<file path="config.mk">
export PLATFORM = sky130hd
export DESIGN_NAME = first_event_probability_normalizer_top
export DESIGN_NICKNAME = d
export VERILOG_FILES = /design/src/rtl/fep_pkg.sv /design/src/rtl/fep_ram.sv /design/src/rtl/fep_front.sv /design/src/rtl/fep_queue.sv /design/src/rtl/fep_back.sv /design/src/rtl/first_event_probability_normalizer_top.sv
export SDC_FILE = /design/constraint.sdc
export NUM_CORES = 2
export LEC_CHECK = 0
export ABC_AREA = 0
export CORE_ASPECT_RATIO = 1.25
export CORE_MARGIN = 2
export CORE_UTILIZATION = 40
export CTS_CLUSTER_SIZE = 12
export DETAILED_ROUTE_END_ITERATION = 10
export DONT_BUFFER_PORTS = 1
export GPL_TIMING_DRIVEN = 0
export PLACE_DENSITY = 0.6
export SLEW_MARGIN = 0
export SYNTH_ARGS = -nofsm -noshare
export SYNTH_HDL_FRONTEND = slang
export SYNTH_SLANG_ARGS = --single-unit
export TNS_END_PERCENT = 10
</file>
<file path="constraint.sdc">
create_clock -name i_clk -period 13.1 [get_ports i_clk]
set_clock_uncertainty 0.15 [all_clocks]
set_input_delay 0.655 -clock i_clk [delete_from_list [all_inputs] [get_ports i_clk]]
set_output_delay 0.655 -clock i_clk [all_outputs]
set_load 0.02 [all_outputs]
</file>
<file path="src/rtl/fep_pkg.sv">
package fep_pkg;

    localparam int PROB_W         = 17;
    localparam int CNT_W          = 7;
    localparam int OUT_IDX_W      = 6;
    localparam int DEF_MAX_EVENTS = 64;
    localparam int PROD_W         = 2 * PROB_W;

    localparam logic [PROB_W-1:0] ONE_Q16  = 17'd65536;
    localparam logic [PROB_W-1:0] ZERO_Q16 = 17'd0;
    localparam logic [PROD_W-1:0] HALF_Q16 = 34'd32768;

    // one finished set, handed from the front to the back
    typedef struct packed {
        logic              bank;
        logic [CNT_W-1:0]  count;
        logic [PROB_W-1:0] any_fail;
    } t_job;

endpackage

</file>
<file path="src/rtl/fep_ram.sv">
module fep_ram #(
    parameter int WIDTH = 17,
    parameter int DEPTH = 128
) (
    input  logic                     i_clk,
    input  logic                     i_we,
    input  logic [$clog2(DEPTH)-1:0] i_waddr,
    input  logic [WIDTH-1:0]         i_wdata,
    input  logic [$clog2(DEPTH)-1:0] i_raddr,
    output logic [WIDTH-1:0]         o_rdata
);

    logic [WIDTH-1:0] r_mem [DEPTH];
    logic [WIDTH-1:0] r_rdata;

    always_ff @(posedge i_clk) begin
        if (i_we) begin
            r_mem[i_waddr] <= i_wdata;
        end
        r_rdata <= r_mem[i_raddr];
    end

    assign o_rdata = r_rdata;

endmodule

</file>
<file path="src/rtl/fep_front.sv">
module fep_front import fep_pkg::*; #(
    parameter int MAX_EVENTS = DEF_MAX_EVENTS,
    parameter int IDX_W      = 6
) (
    input  logic               i_clk,
    input  logic               i_rst_n,
    input  logic               i_start,
    input  logic [PROB_W-1:0]  i_event_prob,
    input  logic               i_last_event,
    input  logic               i_q_full,
    output logic               o_busy,
    output logic               o_we,
    output logic [IDX_W:0]     o_waddr,
    output logic [PROB_W-1:0]  o_wdata,
    output logic               o_push,
    output t_job               o_job
);

    typedef enum logic [1:0] {
        S_IDLE,
        S_MUL_STORE,
        S_MUL_PROD
    } t_state;

    t_state              r_state;
    logic [PROB_W-1:0]   r_p;
    logic                r_last;
    logic                r_keep;
    logic [PROB_W-1:0]   r_nfp;
    logic [CNT_W-1:0]    r_count;
    logic                r_bank;

    logic                w_accept;
    logic [PROB_W-1:0]   w_factor;
    logic [PROD_W-1:0]   w_prod;
    logic [PROD_W-1:0]   w_rsum;
    logic [PROB_W-1:0]   w_round;
    logic [PROB_W-1:0]   n_nfp;
    logic [PROB_W-1:0]   w_nfp_sat;

    assign o_busy   = (r_state != S_IDLE) || i_q_full;
    assign w_accept = i_start && !o_busy;

    // one shared multiplier: stored value first, then the no-fail product
    assign w_factor = (r_state == S_MUL_STORE) ? r_p : (ONE_Q16 - r_p);
    assign w_prod   = PROD_W'(r_nfp) * PROD_W'(w_factor);
    assign w_rsum   = w_prod + HALF_Q16;
    assign w_round  = w_rsum[PROB_W+15:16];

    assign n_nfp     = r_keep ? w_round : r_nfp;
    assign w_nfp_sat = (n_nfp > ONE_Q16) ? ONE_Q16 : n_nfp;

    assign o_we    = (r_state == S_MUL_STORE) && r_keep;
    assign o_waddr = {r_bank, r_count[IDX_W-1:0]};
    assign o_wdata = w_round;

    assign o_push         = (r_state == S_MUL_PROD) && r_last;
    assign o_job.bank     = r_bank;
    assign o_job.count    = r_keep ? (r_count + CNT_W'(1)) : r_count;
    assign o_job.any_fail = ONE_Q16 - w_nfp_sat;

    always_ff @(posedge i_clk) begin
        if (!i_rst_n) begin
            r_state <= S_IDLE;
            r_nfp   <= ONE_Q16;
            r_count <= '0;
            r_bank  <= 1'b0;
        end else begin
            unique case (r_state)
                S_IDLE: begin
                    if (w_accept) begin
                        // clamp probabilities above one
                        r_p     <= (i_event_prob > ONE_Q16) ? ONE_Q16 : i_event_prob;
                        r_last  <= i_last_event;
                        r_keep  <= (r_count < CNT_W'(MAX_EVENTS));
                        r_state <= S_MUL_STORE;
                    end
                end
                S_MUL_STORE: begin
                    r_state <= S_MUL_PROD;
                end
                S_MUL_PROD: begin
                    r_state <= S_IDLE;
                    if (r_last) begin
                        // hand the set off, start fresh in the other bank
                        r_nfp   <= ONE_Q16;
                        r_count <= '0;
                        r_bank  <= ~r_bank;
                    end else begin
                        r_nfp   <= n_nfp;
                        r_count <= o_job.count;
                    end
                end
                default: r_state <= S_IDLE;
            endcase
        end
    end

endmodule

</file>
<file path="src/rtl/fep_queue.sv">
module fep_queue import fep_pkg::*; (
    input  logic i_clk,
    input  logic i_rst_n,
    input  logic i_push,
    input  t_job i_job,
    input  logic i_pop,
    output logic o_full,
    output logic o_empty,
    output t_job o_head
);

    // two entries, one per storage bank
    t_job       r_mem [2];
    logic       r_wptr;
    logic       r_rptr;
    logic [1:0] r_cnt;

    assign o_full  = (r_cnt == 2'd2);
    assign o_empty = (r_cnt == 2'd0);
    assign o_head  = r_mem[r_rptr];

    always_ff @(posedge i_clk) begin
        if (i_push) begin
            r_mem[r_wptr] <= i_job;
        end
    end

    always_ff @(posedge i_clk) begin
        if (!i_rst_n) begin
            r_wptr <= 1'b0;
            r_rptr <= 1'b0;
            r_cnt  <= 2'd0;
        end else begin
            if (i_push) begin
                r_wptr <= ~r_wptr;
            end
            if (i_pop) begin
                r_rptr <= ~r_rptr;
            end
            r_cnt <= r_cnt + 2'(i_push) - 2'(i_pop);
        end
    end

endmodule

</file>
<file path="src/rtl/fep_back.sv">
module fep_back import fep_pkg::*; #(
    parameter int IDX_W = 6
) (
    input  logic                  i_clk,
    input  logic                  i_rst_n,
    input  logic                  i_q_empty,
    input  t_job                  i_job,
    output logic                  o_pop,
    output logic [IDX_W:0]        o_raddr,
    input  logic [PROB_W-1:0]     i_rdata,
    output logic                  o_result_strobe,
    output logic [OUT_IDX_W-1:0]  o_event_index,
    output logic [PROB_W-1:0]     o_relative_prob,
    output logic [PROB_W-1:0]     o_any_fail_prob,
    output logic                  o_last_result
);

    typedef enum logic [1:0] {
        S_IDLE,
        S_READ,
        S_LOAD,
        S_DIV
    } t_state;

    localparam int NUM_W  = PROB_W + 16;
    localparam int STEP_W = $clog2(PROB_W);

    t_state               r_state;
    logic [IDX_W-1:0]     r_idx;
    logic [PROB_W-1:0]    r_rem;
    logic [PROB_W-1:0]    r_low;
    logic [PROB_W-1:0]    r_quo;
    logic [STEP_W-1:0]    r_step;
    logic                 r_strobe;
    logic [OUT_IDX_W-1:0] r_index;
    logic [PROB_W-1:0]    r_rel;
    logic [PROB_W-1:0]    r_any;
    logic                 r_last;

    logic [NUM_W-1:0]     w_num;
    logic                 w_sat;
    logic                 w_zero;
    logic [PROB_W:0]      w_trial;
    logic                 w_fits;
    logic [PROB_W-1:0]    n_rem;
    logic [PROB_W-1:0]    n_quo;
    logic [PROB_W-1:0]    w_quo_sat;
    logic                 w_last;
    logic                 w_emit;

    assign o_raddr = {i_job.bank, r_idx};

    // numerator is value * 2^16 plus half the divisor; the low half never carries
    assign w_num  = {i_rdata, i_job.any_fail[PROB_W-1:1]};
    assign w_zero = (i_job.any_fail == ZERO_Q16);
    assign w_sat  = {1'b0, w_num} >= {i_job.any_fail, PROB_W'(0)};

    // one quotient bit per cycle, restoring
    assign w_trial   = {r_rem, r_low[PROB_W-1]};
    assign w_fits    = w_trial >= {1'b0, i_job.any_fail};
    assign n_rem     = w_fits ? PROB_W'(w_trial - {1'b0, i_job.any_fail})
                              : w_trial[PROB_W-1:0];
    assign n_quo     = {r_quo[PROB_W-2:0], w_fits};
    assign w_quo_sat = (n_quo > ONE_Q16) ? ONE_Q16 : n_quo;

    assign w_last = ((CNT_W'(r_idx) + CNT_W'(1)) == i_job.count);
    assign w_emit = ((r_state == S_LOAD) && (w_zero || w_sat))
                 || ((r_state == S_DIV) && (r_step == '0));
    assign o_pop  = w_emit && w_last;

    assign o_result_strobe = r_strobe;
    assign o_event_index   = r_index;
    assign o_relative_prob = r_rel;
    assign o_any_fail_prob = r_any;
    assign o_last_result   = r_last;

    always_ff @(posedge i_clk) begin
        if (!i_rst_n) begin
            r_state  <= S_IDLE;
            r_strobe <= 1'b0;
            r_idx    <= '0;
        end else begin
            r_strobe <= w_emit;
            if (w_emit) begin
                r_index  <= OUT_IDX_W'(r_idx);
                r_any    <= i_job.any_fail;
                r_last   <= w_last;
            end
            unique case (r_state)
                S_IDLE: begin
                    if (!i_q_empty) begin
                        r_idx   <= '0;
                        r_state <= S_READ;
                    end
                end
                S_READ: begin
                    r_state <= S_LOAD;
                end
                S_LOAD: begin
                    if (w_zero || w_sat) begin
                        r_rel   <= w_zero ? i_rdata : ONE_Q16;
                        r_idx   <= r_idx + IDX_W'(1);
                        r_state <= w_last ? S_IDLE : S_READ;
                    end else begin
                        r_rem   <= {1'b0, w_num[NUM_W-1:PROB_W]};
                        r_low   <= w_num[PROB_W-1:0];
                        r_quo   <= '0;
                        r_step  <= STEP_W'(PROB_W - 1);
                        r_state <= S_DIV;
                    end
                end
                S_DIV: begin
                    r_rem  <= n_rem;
                    r_quo  <= n_quo;
                    r_low  <= {r_low[PROB_W-2:0], 1'b0};
                    r_step <= r_step - STEP_W'(1);
                    if (r_step == '0) begin
                        r_rel   <= w_quo_sat;
                        r_idx   <= r_idx + IDX_W'(1);
                        r_state <= w_last ? S_IDLE : S_READ;
                    end
                end
                default: r_state <= S_IDLE;
            endcase
        end
    end

endmodule

</file>
<file path="src/rtl/first_event_probability_normalizer_top.sv">
// First-event probability normalizer. Load one event failure probability per beat
// (unsigned Q1.16, 65536 is one, larger values count as one) by raising start while
// busy is low; mark the final event of a set with i_last_event. Each accepted event
// keeps busy high while it passes the store and product steps, so the block takes
// no new event until that one is through. After the last event the set is handed
// to the output side and the block takes the next set at once, into a second
// storage bank; busy also stays high while two finished sets are still waiting to
// be emitted. Results come out in load order, one beat per stored event, each on
// the ports for exactly one cycle with o_result_strobe high; the receiver cannot
// stall them, so it must take every beat as it appears. Each result passes a RAM
// read, a setup step and seventeen quotient steps of the one-bit-per-cycle
// divider; when the any-failure probability is zero or the quotient would reach
// two or more it ends at the setup step, and the first result of a set also
// passes the idle state that picks the set up. Quotients between one and two
// still run the full divider and are then clipped to one. The final result of a
// set carries o_last_result. Stored values of events beyond MAX_EVENTS are
// dropped, but a last marker on such an event still closes the set.
module first_event_probability_normalizer_top import fep_pkg::*; #(
    parameter int MAX_EVENTS = DEF_MAX_EVENTS
) (
    input  logic                 i_clk,
    input  logic                 i_rst_n,
    input  logic                 start,
    output logic                 busy,
    input  logic [PROB_W-1:0]    i_event_prob,
    input  logic                 i_last_event,
    output logic                 o_result_strobe,
    output logic [OUT_IDX_W-1:0] o_event_index,
    output logic [PROB_W-1:0]    o_relative_prob,
    output logic [PROB_W-1:0]    o_any_fail_prob,
    output logic                 o_last_result
);

    localparam int IDX_W     = (MAX_EVENTS > 1) ? $clog2(MAX_EVENTS) : 1;
    localparam int RAM_DEPTH = 2 ** (IDX_W + 1);

    logic              w_q_full;
    logic              w_q_empty;
    logic              w_push;
    logic              w_pop;
    t_job              w_push_job;
    t_job              w_head_job;
    logic              w_we;
    logic [IDX_W:0]    w_waddr;
    logic [PROB_W-1:0] w_wdata;
    logic [IDX_W:0]    w_raddr;
    logic [PROB_W-1:0] w_rdata;

    // accept events, run the product chain, store unnormalized values
    fep_front #(
        .MAX_EVENTS (MAX_EVENTS),
        .IDX_W      (IDX_W)
    ) u_front (
        .i_clk        (i_clk),
        .i_rst_n      (i_rst_n),
        .i_start      (start),
        .i_event_prob (i_event_prob),
        .i_last_event (i_last_event),
        .i_q_full     (w_q_full),
        .o_busy       (busy),
        .o_we         (w_we),
        .o_waddr      (w_waddr),
        .o_wdata      (w_wdata),
        .o_push       (w_push),
        .o_job        (w_push_job)
    );

    // two banks: one filling, one draining
    fep_ram #(
        .WIDTH (PROB_W),
        .DEPTH (RAM_DEPTH)
    ) u_store (
        .i_clk   (i_clk),
        .i_we    (w_we),
        .i_waddr (w_waddr),
        .i_wdata (w_wdata),
        .i_raddr (w_raddr),
        .o_rdata (w_rdata)
    );

    // finished sets wait here; the head is released after its last result
    fep_queue u_queue (
        .i_clk   (i_clk),
        .i_rst_n (i_rst_n),
        .i_push  (w_push),
        .i_job   (w_push_job),
        .i_pop   (w_pop),
        .o_full  (w_q_full),
        .o_empty (w_q_empty),
        .o_head  (w_head_job)
    );

    // read back, normalize and emit
    fep_back #(
        .IDX_W (IDX_W)
    ) u_back (
        .i_clk           (i_clk),
        .i_rst_n         (i_rst_n),
        .i_q_empty       (w_q_empty),
        .i_job           (w_head_job),
        .o_pop           (w_pop),
        .o_raddr         (w_raddr),
        .i_rdata         (w_rdata),
        .o_result_strobe (o_result_strobe),
        .o_event_index   (o_event_index),
        .o_relative_prob (o_relative_prob),
        .o_any_fail_prob (o_any_fail_prob),
        .o_last_result   (o_last_result)
    );

endmodule
</file>
# After elaboration in Yosys (flattened, before gate mapping)
# Memory sizes are Yosys's and may differ from the RTL's. A register that Yosys moved wholly into a read port is not among the register bits.
# Cells that the tools add are included.
dict set report word_totals {
  regBits 155
  mem_bits_rw 2226
  in_bits 21
  output_inout_bits 43
  elab_cells 117
  memories 2
}
# memory words word_bits rd rd_ports_with_merged_regs write_ports line_no
set mem_list {}
lappend mem_list {u_store.r_mem 128 17 1 1 1 fep_ram.sv:13} ;# logic [WIDTH-1:0] r_mem [DEPTH];
lappend mem_list {u_queue.r_mem 2 25 1 1 1 fep_queue.sv:13} ;# t_job r_mem [2];
dict set report op_classes {
  add_sub_neg 10
  n_mul 1
  magnitude_cmp 6
  eq_ne 12
  mux 37
  bitwise_logic 3
  n_reduce_logical 25
}
# operator n
set ops {}
lappend ops {{two-way mux 17 bit} 11}
lappend ops {{one-hot mux 17 bit (2 select lines)} 3}
lappend ops {{> comparator 17 bit, second input constant} 3}
lappend ops {{>= comparator 33 x 34 -> 1 bit} 1}
lappend ops {{subtractor 17 bit, first input constant} 2}
lappend ops {{adder 33 x 16 -> 33 bit, second input constant} 1}
lappend ops {{multiplier 17 x 17 -> 33 bit} 1}
lappend ops {{one-hot mux 16 bit (2 select lines)} 1}
lappend ops {{>= comparator 18 x 17 -> 1 bit} 1}
lappend ops {{two-way mux 6 bit} 3}
lappend ops {{one-hot mux 6 bit (3 select lines)} 1}
lappend ops {{zero test 17 bit} 1}
lappend ops {{subtractor 17 bit} 1}
lappend ops {{two-way mux 16 bit} 1}
lappend ops {{two-way mux 7 bit} 2}
lappend ops {{one-hot mux 5 bit (2 select lines)} 1}
lappend ops {{equality test 2 bit, second input constant} 4}
lappend ops {{two-way mux 2 bit} 4}
lappend ops {{inequality test 2 bit, second input constant} 4}
lappend ops {{one-hot mux 2 bit (4 select lines)} 1}
lappend ops {{AND reduction 4 bit} 2}
lappend ops {{adder 6 x 1 -> 7 bit, second input constant} 1}
lappend ops {{adder 7 x 1 -> 7 bit, second input constant} 1}
lappend ops {{equality test 7 bit} 1}
lappend ops {{other kinds (20)} 42}

# Logic depth before layout (Yosys ltp)
dict set report depth {
  ltp_word 8
  depth_mapped 39
  mapped_depth_nobuf 37
}

# Modules after synthesis
# Synthesis repeated with hierarchy kept, for this count alone.
dict set report hier_totals {
  cells_unflattened 5373
  area_unflattened_um2 104079.8
}
# module n_inst cells_per_inst area_each_um2 seq_area_each_um2
set by_module_without_submodules {}
lappend by_module_without_submodules {fep_ram 1 3269 83412.5 65683.0}
lappend by_module_without_submodules {fep_front 1 1494 12817.3 1111.1}
lappend by_module_without_submodules {fep_back 1 511 5715.5 3062.9}
lappend by_module_without_submodules {fep_queue 1 99 2134.5 1601.5}

# Least setup slack after synthesis
# OpenSTA, ideal clock, no wires.
dict set report synth_path {
  path_kind {register to register}
  startpoint {register u_front.r_p[2]}
  endpoint {memory u_queue.r_mem[0][14] (netlist bit), data pin}
  setup_time_ns 0.170
  arrival_ns 12.542
  required_ns 12.780
  setup_slack_ns 0.238
  path_stages_with_launch 36
  path_buffers 2
  synth_period_minus_slack_ns 12.862
  cell_sequence {edfxtp_1 > nor4_2 > nand2_1 > or4_1 > o21ai_0 > xnor2_1 > clkbuf_1 > nand2_1 > fa_1 > fa_1 > inv_1 > fa_1 > fa_1 > fa_1 > inv_1 > fa_1 > inv_1 > ha_1 > nand2_1 > o21ai_2 > a311o_1 > a21o_1 > a21oi_2 > xnor2_1 > mux2i_2 > nor3b_2 > and4_1 > buf_6 > a21boi_4 > or2_1 > ha_1 > and2_1 > nand3_1 > o31ai_2 > a21oi_1 > a22oi_1}
}
# element line_no
set synth_rtl {}
lappend synth_rtl {{from (decl)} fep_front.sv:26} ;# logic [PROB_W-1:0] r_p;
lappend synth_rtl {{from (signal assigned)} fep_front.sv:73} ;# r_p <= (i_event_prob > ONE_Q16) ? ONE_Q16 : i_event_prob;
lappend synth_rtl {{to (decl)} fep_queue.sv:13}

==> metrics.md <==
| Metric | Value |
|---|---|
| Num CTS Buffers | between 200 and 250 |
| Gr usage total | a little over a fifth |
| Largest net degree at the start of global routing | 89 |
| Hold Path Origin | i_rst_n |
| Post-synth EDFFs | approximately 2300 |
| Syn Nets | slightly below 6000 |
| Post-Synth Simple-Gate Area | 4.00% |
| Tmin final | about 12000 ps |
| Avg Inst Size Synth | roughly 19 µm² |
| Final setup vio count | 0 |
| DIE AREA | 263000 µm² |
| CP most frequent cell | fa_1 |
| Area growth, synth to finish | 14.8% |
| Critical Path RT | 13630 ps |
| Compound-Gate Fraction of Synth Area | 2.04% |
| Total gr overflow | 0 |
| I/O pin count | 64 |
| Reg2reg start | u_front.r_p[0] |
| Pwr dens | roughly 150 nW/µm² |
| Clk sinks | roughly 2400 |
| Die height | ~570 µm |
| Crit path DAT | about 13000 ps |
| Drt drc | 0 |
| Worst-margin pin slew | between 1000 and 1500 ps |
| Post-synthesis sequential area ratio | between 60 and 70% |
| Multiplexer area fraction after synthesis | between 15 and 20% |
| Reg-to-reg endpoint | u_queue.r_mem[0][16] |
| Final instance area | approximately 120000 µm² |
| Fmax | between 80 and 90 MHz |
| CTS H-tree lvls | 4 |
| Failing checks | max-capacitance violations |
| Period utilization | 91.5% |
| Initial antenna violation count | 12 |
| Worst-skew pair later-pin latency | 890 ps |
| Hold Path Class | primary input to flip-flop |
| Synth Register Bits | between 2000 and 2500 |
| Main combinational cell family by area after synthesis | multiplexers |
| Crit Path Class | flip-flop to flip-flop |
| Crit-path slowest cell | xor2_1 |
| Metal3 WL | 18000 µm |
| Yosys warns | 0 |
| Routed Antenna Nets | 0 |
| Row Count | ~210 |
| Post-synthesis xor/xnor area fraction | less than 1% |
| Placed Area | roughly 110000 µm² |
| Routed WL | about 280000 µm |
| Layout cells sized above 1 | 24.2% |
| RSZ-0062 raised after global routing | false |
| Starting DRT DRC Count | between 5000 and 6000 |
| Crit path max fanout | 14 |
| Max-Cap Viols | 1 |
| Synthesized cell area | roughly 100000 µm² |
| IR drop worst, VDD | 0.146 mV |
| Vias in the first global route | around 55000 |
| CTS tree | built |
| GP Congestion | 0.886 |
| Status | finished, violations left |
| R2r setup slk | roughly 1100 ps |
| Slew headroom | less than 1% |
| Post-synthesis adder-cell area fraction | ~6% |
| Final Net Count | between 6000 and 7000 |
| Initial Utilization | 40.1% |
| Critical Path End Type | flip-flop |
| First-pass GRT wire length | 403000 µm |
| Setup crit start kind | flip-flop |
| # port buffers | 0 |
| Synth Flop Type | edfxtp_1 |
| Final Max Slew Viols | 0 |
| Synth cell types | 83 |
| Routed wl met2 | about 150000 µm |
| Wirelength per Cell | 30.2 µm |
| Setup Fix Bufs, Post-CTS | 0 |
| Leakage | roughly 38 nW |
| Clock slew at reported path FFs | ~70 ps |
| CTS Buffer Depth | 3 |
| Die width | 459 µm |
| Hold endpoint | u_front.r_nfp[16] |
| Pre-antenna DRT Iters | 6 |
| Vias/cell | 5.72 |
| Cell count after synthesis | 5372 |
| Async S/R FF share, synth | 0% |
| Final hold violation count | 0 |
| Largest stage delay on the critical path | approximately 840 ps |
| Final Power | around 0.017 W |
| Worst hold stages | 2 |
| Root buf cell | clkbuf_16 |
| DR top layer | met5 |
| Core area | around 260000 µm² |
| Post-DP HPWL | 207000 µm |
| Vias | ~54000 |
| Register-to-Register Path Depth | 38 |
| M1 WL | 107000 µm |
==> Yosys cell counts, types with 9 or more instances <==
| master | n | share of area (%) |
|---|---|---|
| dfxtp_1 | 58 | 1.1 |
| or3_1 | 11 | 0.066 |
| ha_1 | 152 | 1.8 |
| edfxtp_1 | 2341 | 68 |
| mux2i_1 | 32 | 0.31 |
| mux2_2 | 21 | 0.23 |
| o21ai_0 | 56 | 0.27 |
| nor3_1 | 21 | 0.10 |
| nand2b_1 | 17 | 0.10 |
| and3_1 | 27 | 0.16 |
| mux4_2 | 714 | 16 |
| nor2b_1 | 56 | 0.34 |
| and2_1 | 141 | 0.85 |
| clkbuf_1 | 197 | 0.71 |
| inv_1 | 313 | 1.1 |
| a21oi_1 | 84 | 0.41 |
| a21o_1 | 24 | 0.17 |
| a22o_1 | 15 | 0.13 |
| fa_1 | 224 | 4.3 |
| xor2_1 | 26 | 0.22 |
| buf_1 | 68 | 0.25 |
| o21ai_1 | 9 | 0.043 |
| nor2_1 | 232 | 0.84 |
| o21a_1 | 11 | 0.080 |
| nand2_1 | 249 | 0.90 |
| nand4_1 | 20 | 0.12 |
| o211ai_1 | 11 | 0.080 |
| xnor2_1 | 51 | 0.43 |
| nand3_1 | 28 | 0.14 |
| nor4_1 | 16 | 0.097 |
| a22oi_1 | 13 | 0.094 |
==> flip-flops by register name (all words and copies together), names as in the netlist, 2 cells and up, named ones only <==
name	count
u_back.r_idx	6
u_back.r_step	5
u_front.r_count	7
u_back.o_relative_prob	17
u_back.r_low	17
u_front.r_state	2
u_queue.r_cnt	2
u_back.o_event_index	6
u_back.r_state	2
u_back.r_quo	16
u_store.r_mem	2176
u_front.r_p	17
u_queue.r_mem	50
u_back.r_rem	17
u_back.o_any_fail_prob	17
u_front.r_nfp	17
u_store.o_rdata	17
==> area by class of cell <==
| cell class | count | area, µm² |
|---|---|---|
| Clock buffer | 314 | 6210 |
| Antenna cell | 9 | 22.5 |
| Inverter | 313 | 1170 |
| Sequential cell | 2399 | 71500 |
| Tap cell | 3376 | 4220 |
| Clock inverter | 50 | 467 |
| Buffer | 276 | 1100 |
| Multi-Input combinational cell | 2384 | 30500 |
| Fill cell | 21521 | 140000 |
| Timing Repair Buffer | 237 | 3850 |
==> per-layer routing <==
metal,up-vias,track usage [%]
li1,22113,-
met5,-,0
met1,28765,27.1
met4,2,8.58
met2,2150,36.9
met3,476,3.14
==> timing repair <==
action | in CTS | in global routing
endpoints found under the hold margin | 25 | 0
hold buffers | 20 | 0
resized for setup | 0 | 0
==> worst max-delay path by stage <==
stage                        from                   end  slack, ps  cells after the start
2_1_floorplan      u_front.r_p[2]  u_queue.r_mem[0][14]        240                     35
5_1_grt        u_front.r_state[1]  u_queue.r_mem[1][16]        670                     37
3_5_place_dp       u_front.r_p[0]  u_queue.r_mem[0][16]       1120                     38
4_1_cts            u_front.r_p[0]  u_queue.r_mem[0][16]       1100                     38
6_report           u_front.r_p[0]  u_queue.r_mem[0][16]       1120                     38
3_3_place_gp       u_front.r_p[0]  u_queue.r_mem[0][16]      -7540                     37
==> power breakdown <==
part           switching, W  internal, W
sequential        0.0000115      0.00921
combinational       0.00146     0.000588
clock               0.00278      0.00335
==> metrics by stage <==
step	setup TNS, ps	worst slack (ps)	instances	hold slack (ps)	utilization [%]
after floorplan	0	238	5372	256	-
after detailed placement	0	1120	8963	306	43.3
after CTS	0	1100	9347	9.59	46.0
after global placement	-8859790	-7540	8748	298	41.7
final	0	1120	9358	55.5	46.0
after global routing	0	667	9350	69.6	46.0
==> worst max-delay path, delay by kind of cell, from the launching register on <==
kind / cells / cell delay [ps]
xor+xnor: 2 / 1660
fa+ha+maj: 9 / 3990
buf+inv: 8 / 1740
flops: 1 / 500
compound gates: 8 / 1730
simple gates: 10 / 1810
mux: 1 / 160
==> logic make-up (layout without fill, tap and decap cells) <==
| kind of cell | after synthesis | after routing |
|---|---|---|
| other cells | 0 | 9 |
| fa+ha+maj | 376 | 376 |
| simple gates | 852 | 852 |
| flops | 2399 | 2399 |
| xor+xnor | 77 | 77 |
| compound gates | 309 | 309 |
| buf+inv | 589 | 1190 |
| mux | 770 | 770 |
==> cells in the final DEF, fill, tap and decap left out, types with 43 or more instances in the layout <==
master	instances
clkbuf_1	258
edfxtp_1	2341
inv_1	313
buf_8	139
a21oi_1	82
nor2_2	130
o21ai_0	56
nor2b_1	56
and2_1	140
dfxtp_1	58
clkbuf_16	233
buf_1	60
ha_1	152
fa_1	224
nand2_1	249
mux4_2	714
nor2_1	98
xnor2_1	43
No activity file was read; power rests on OpenSTA's default activity.
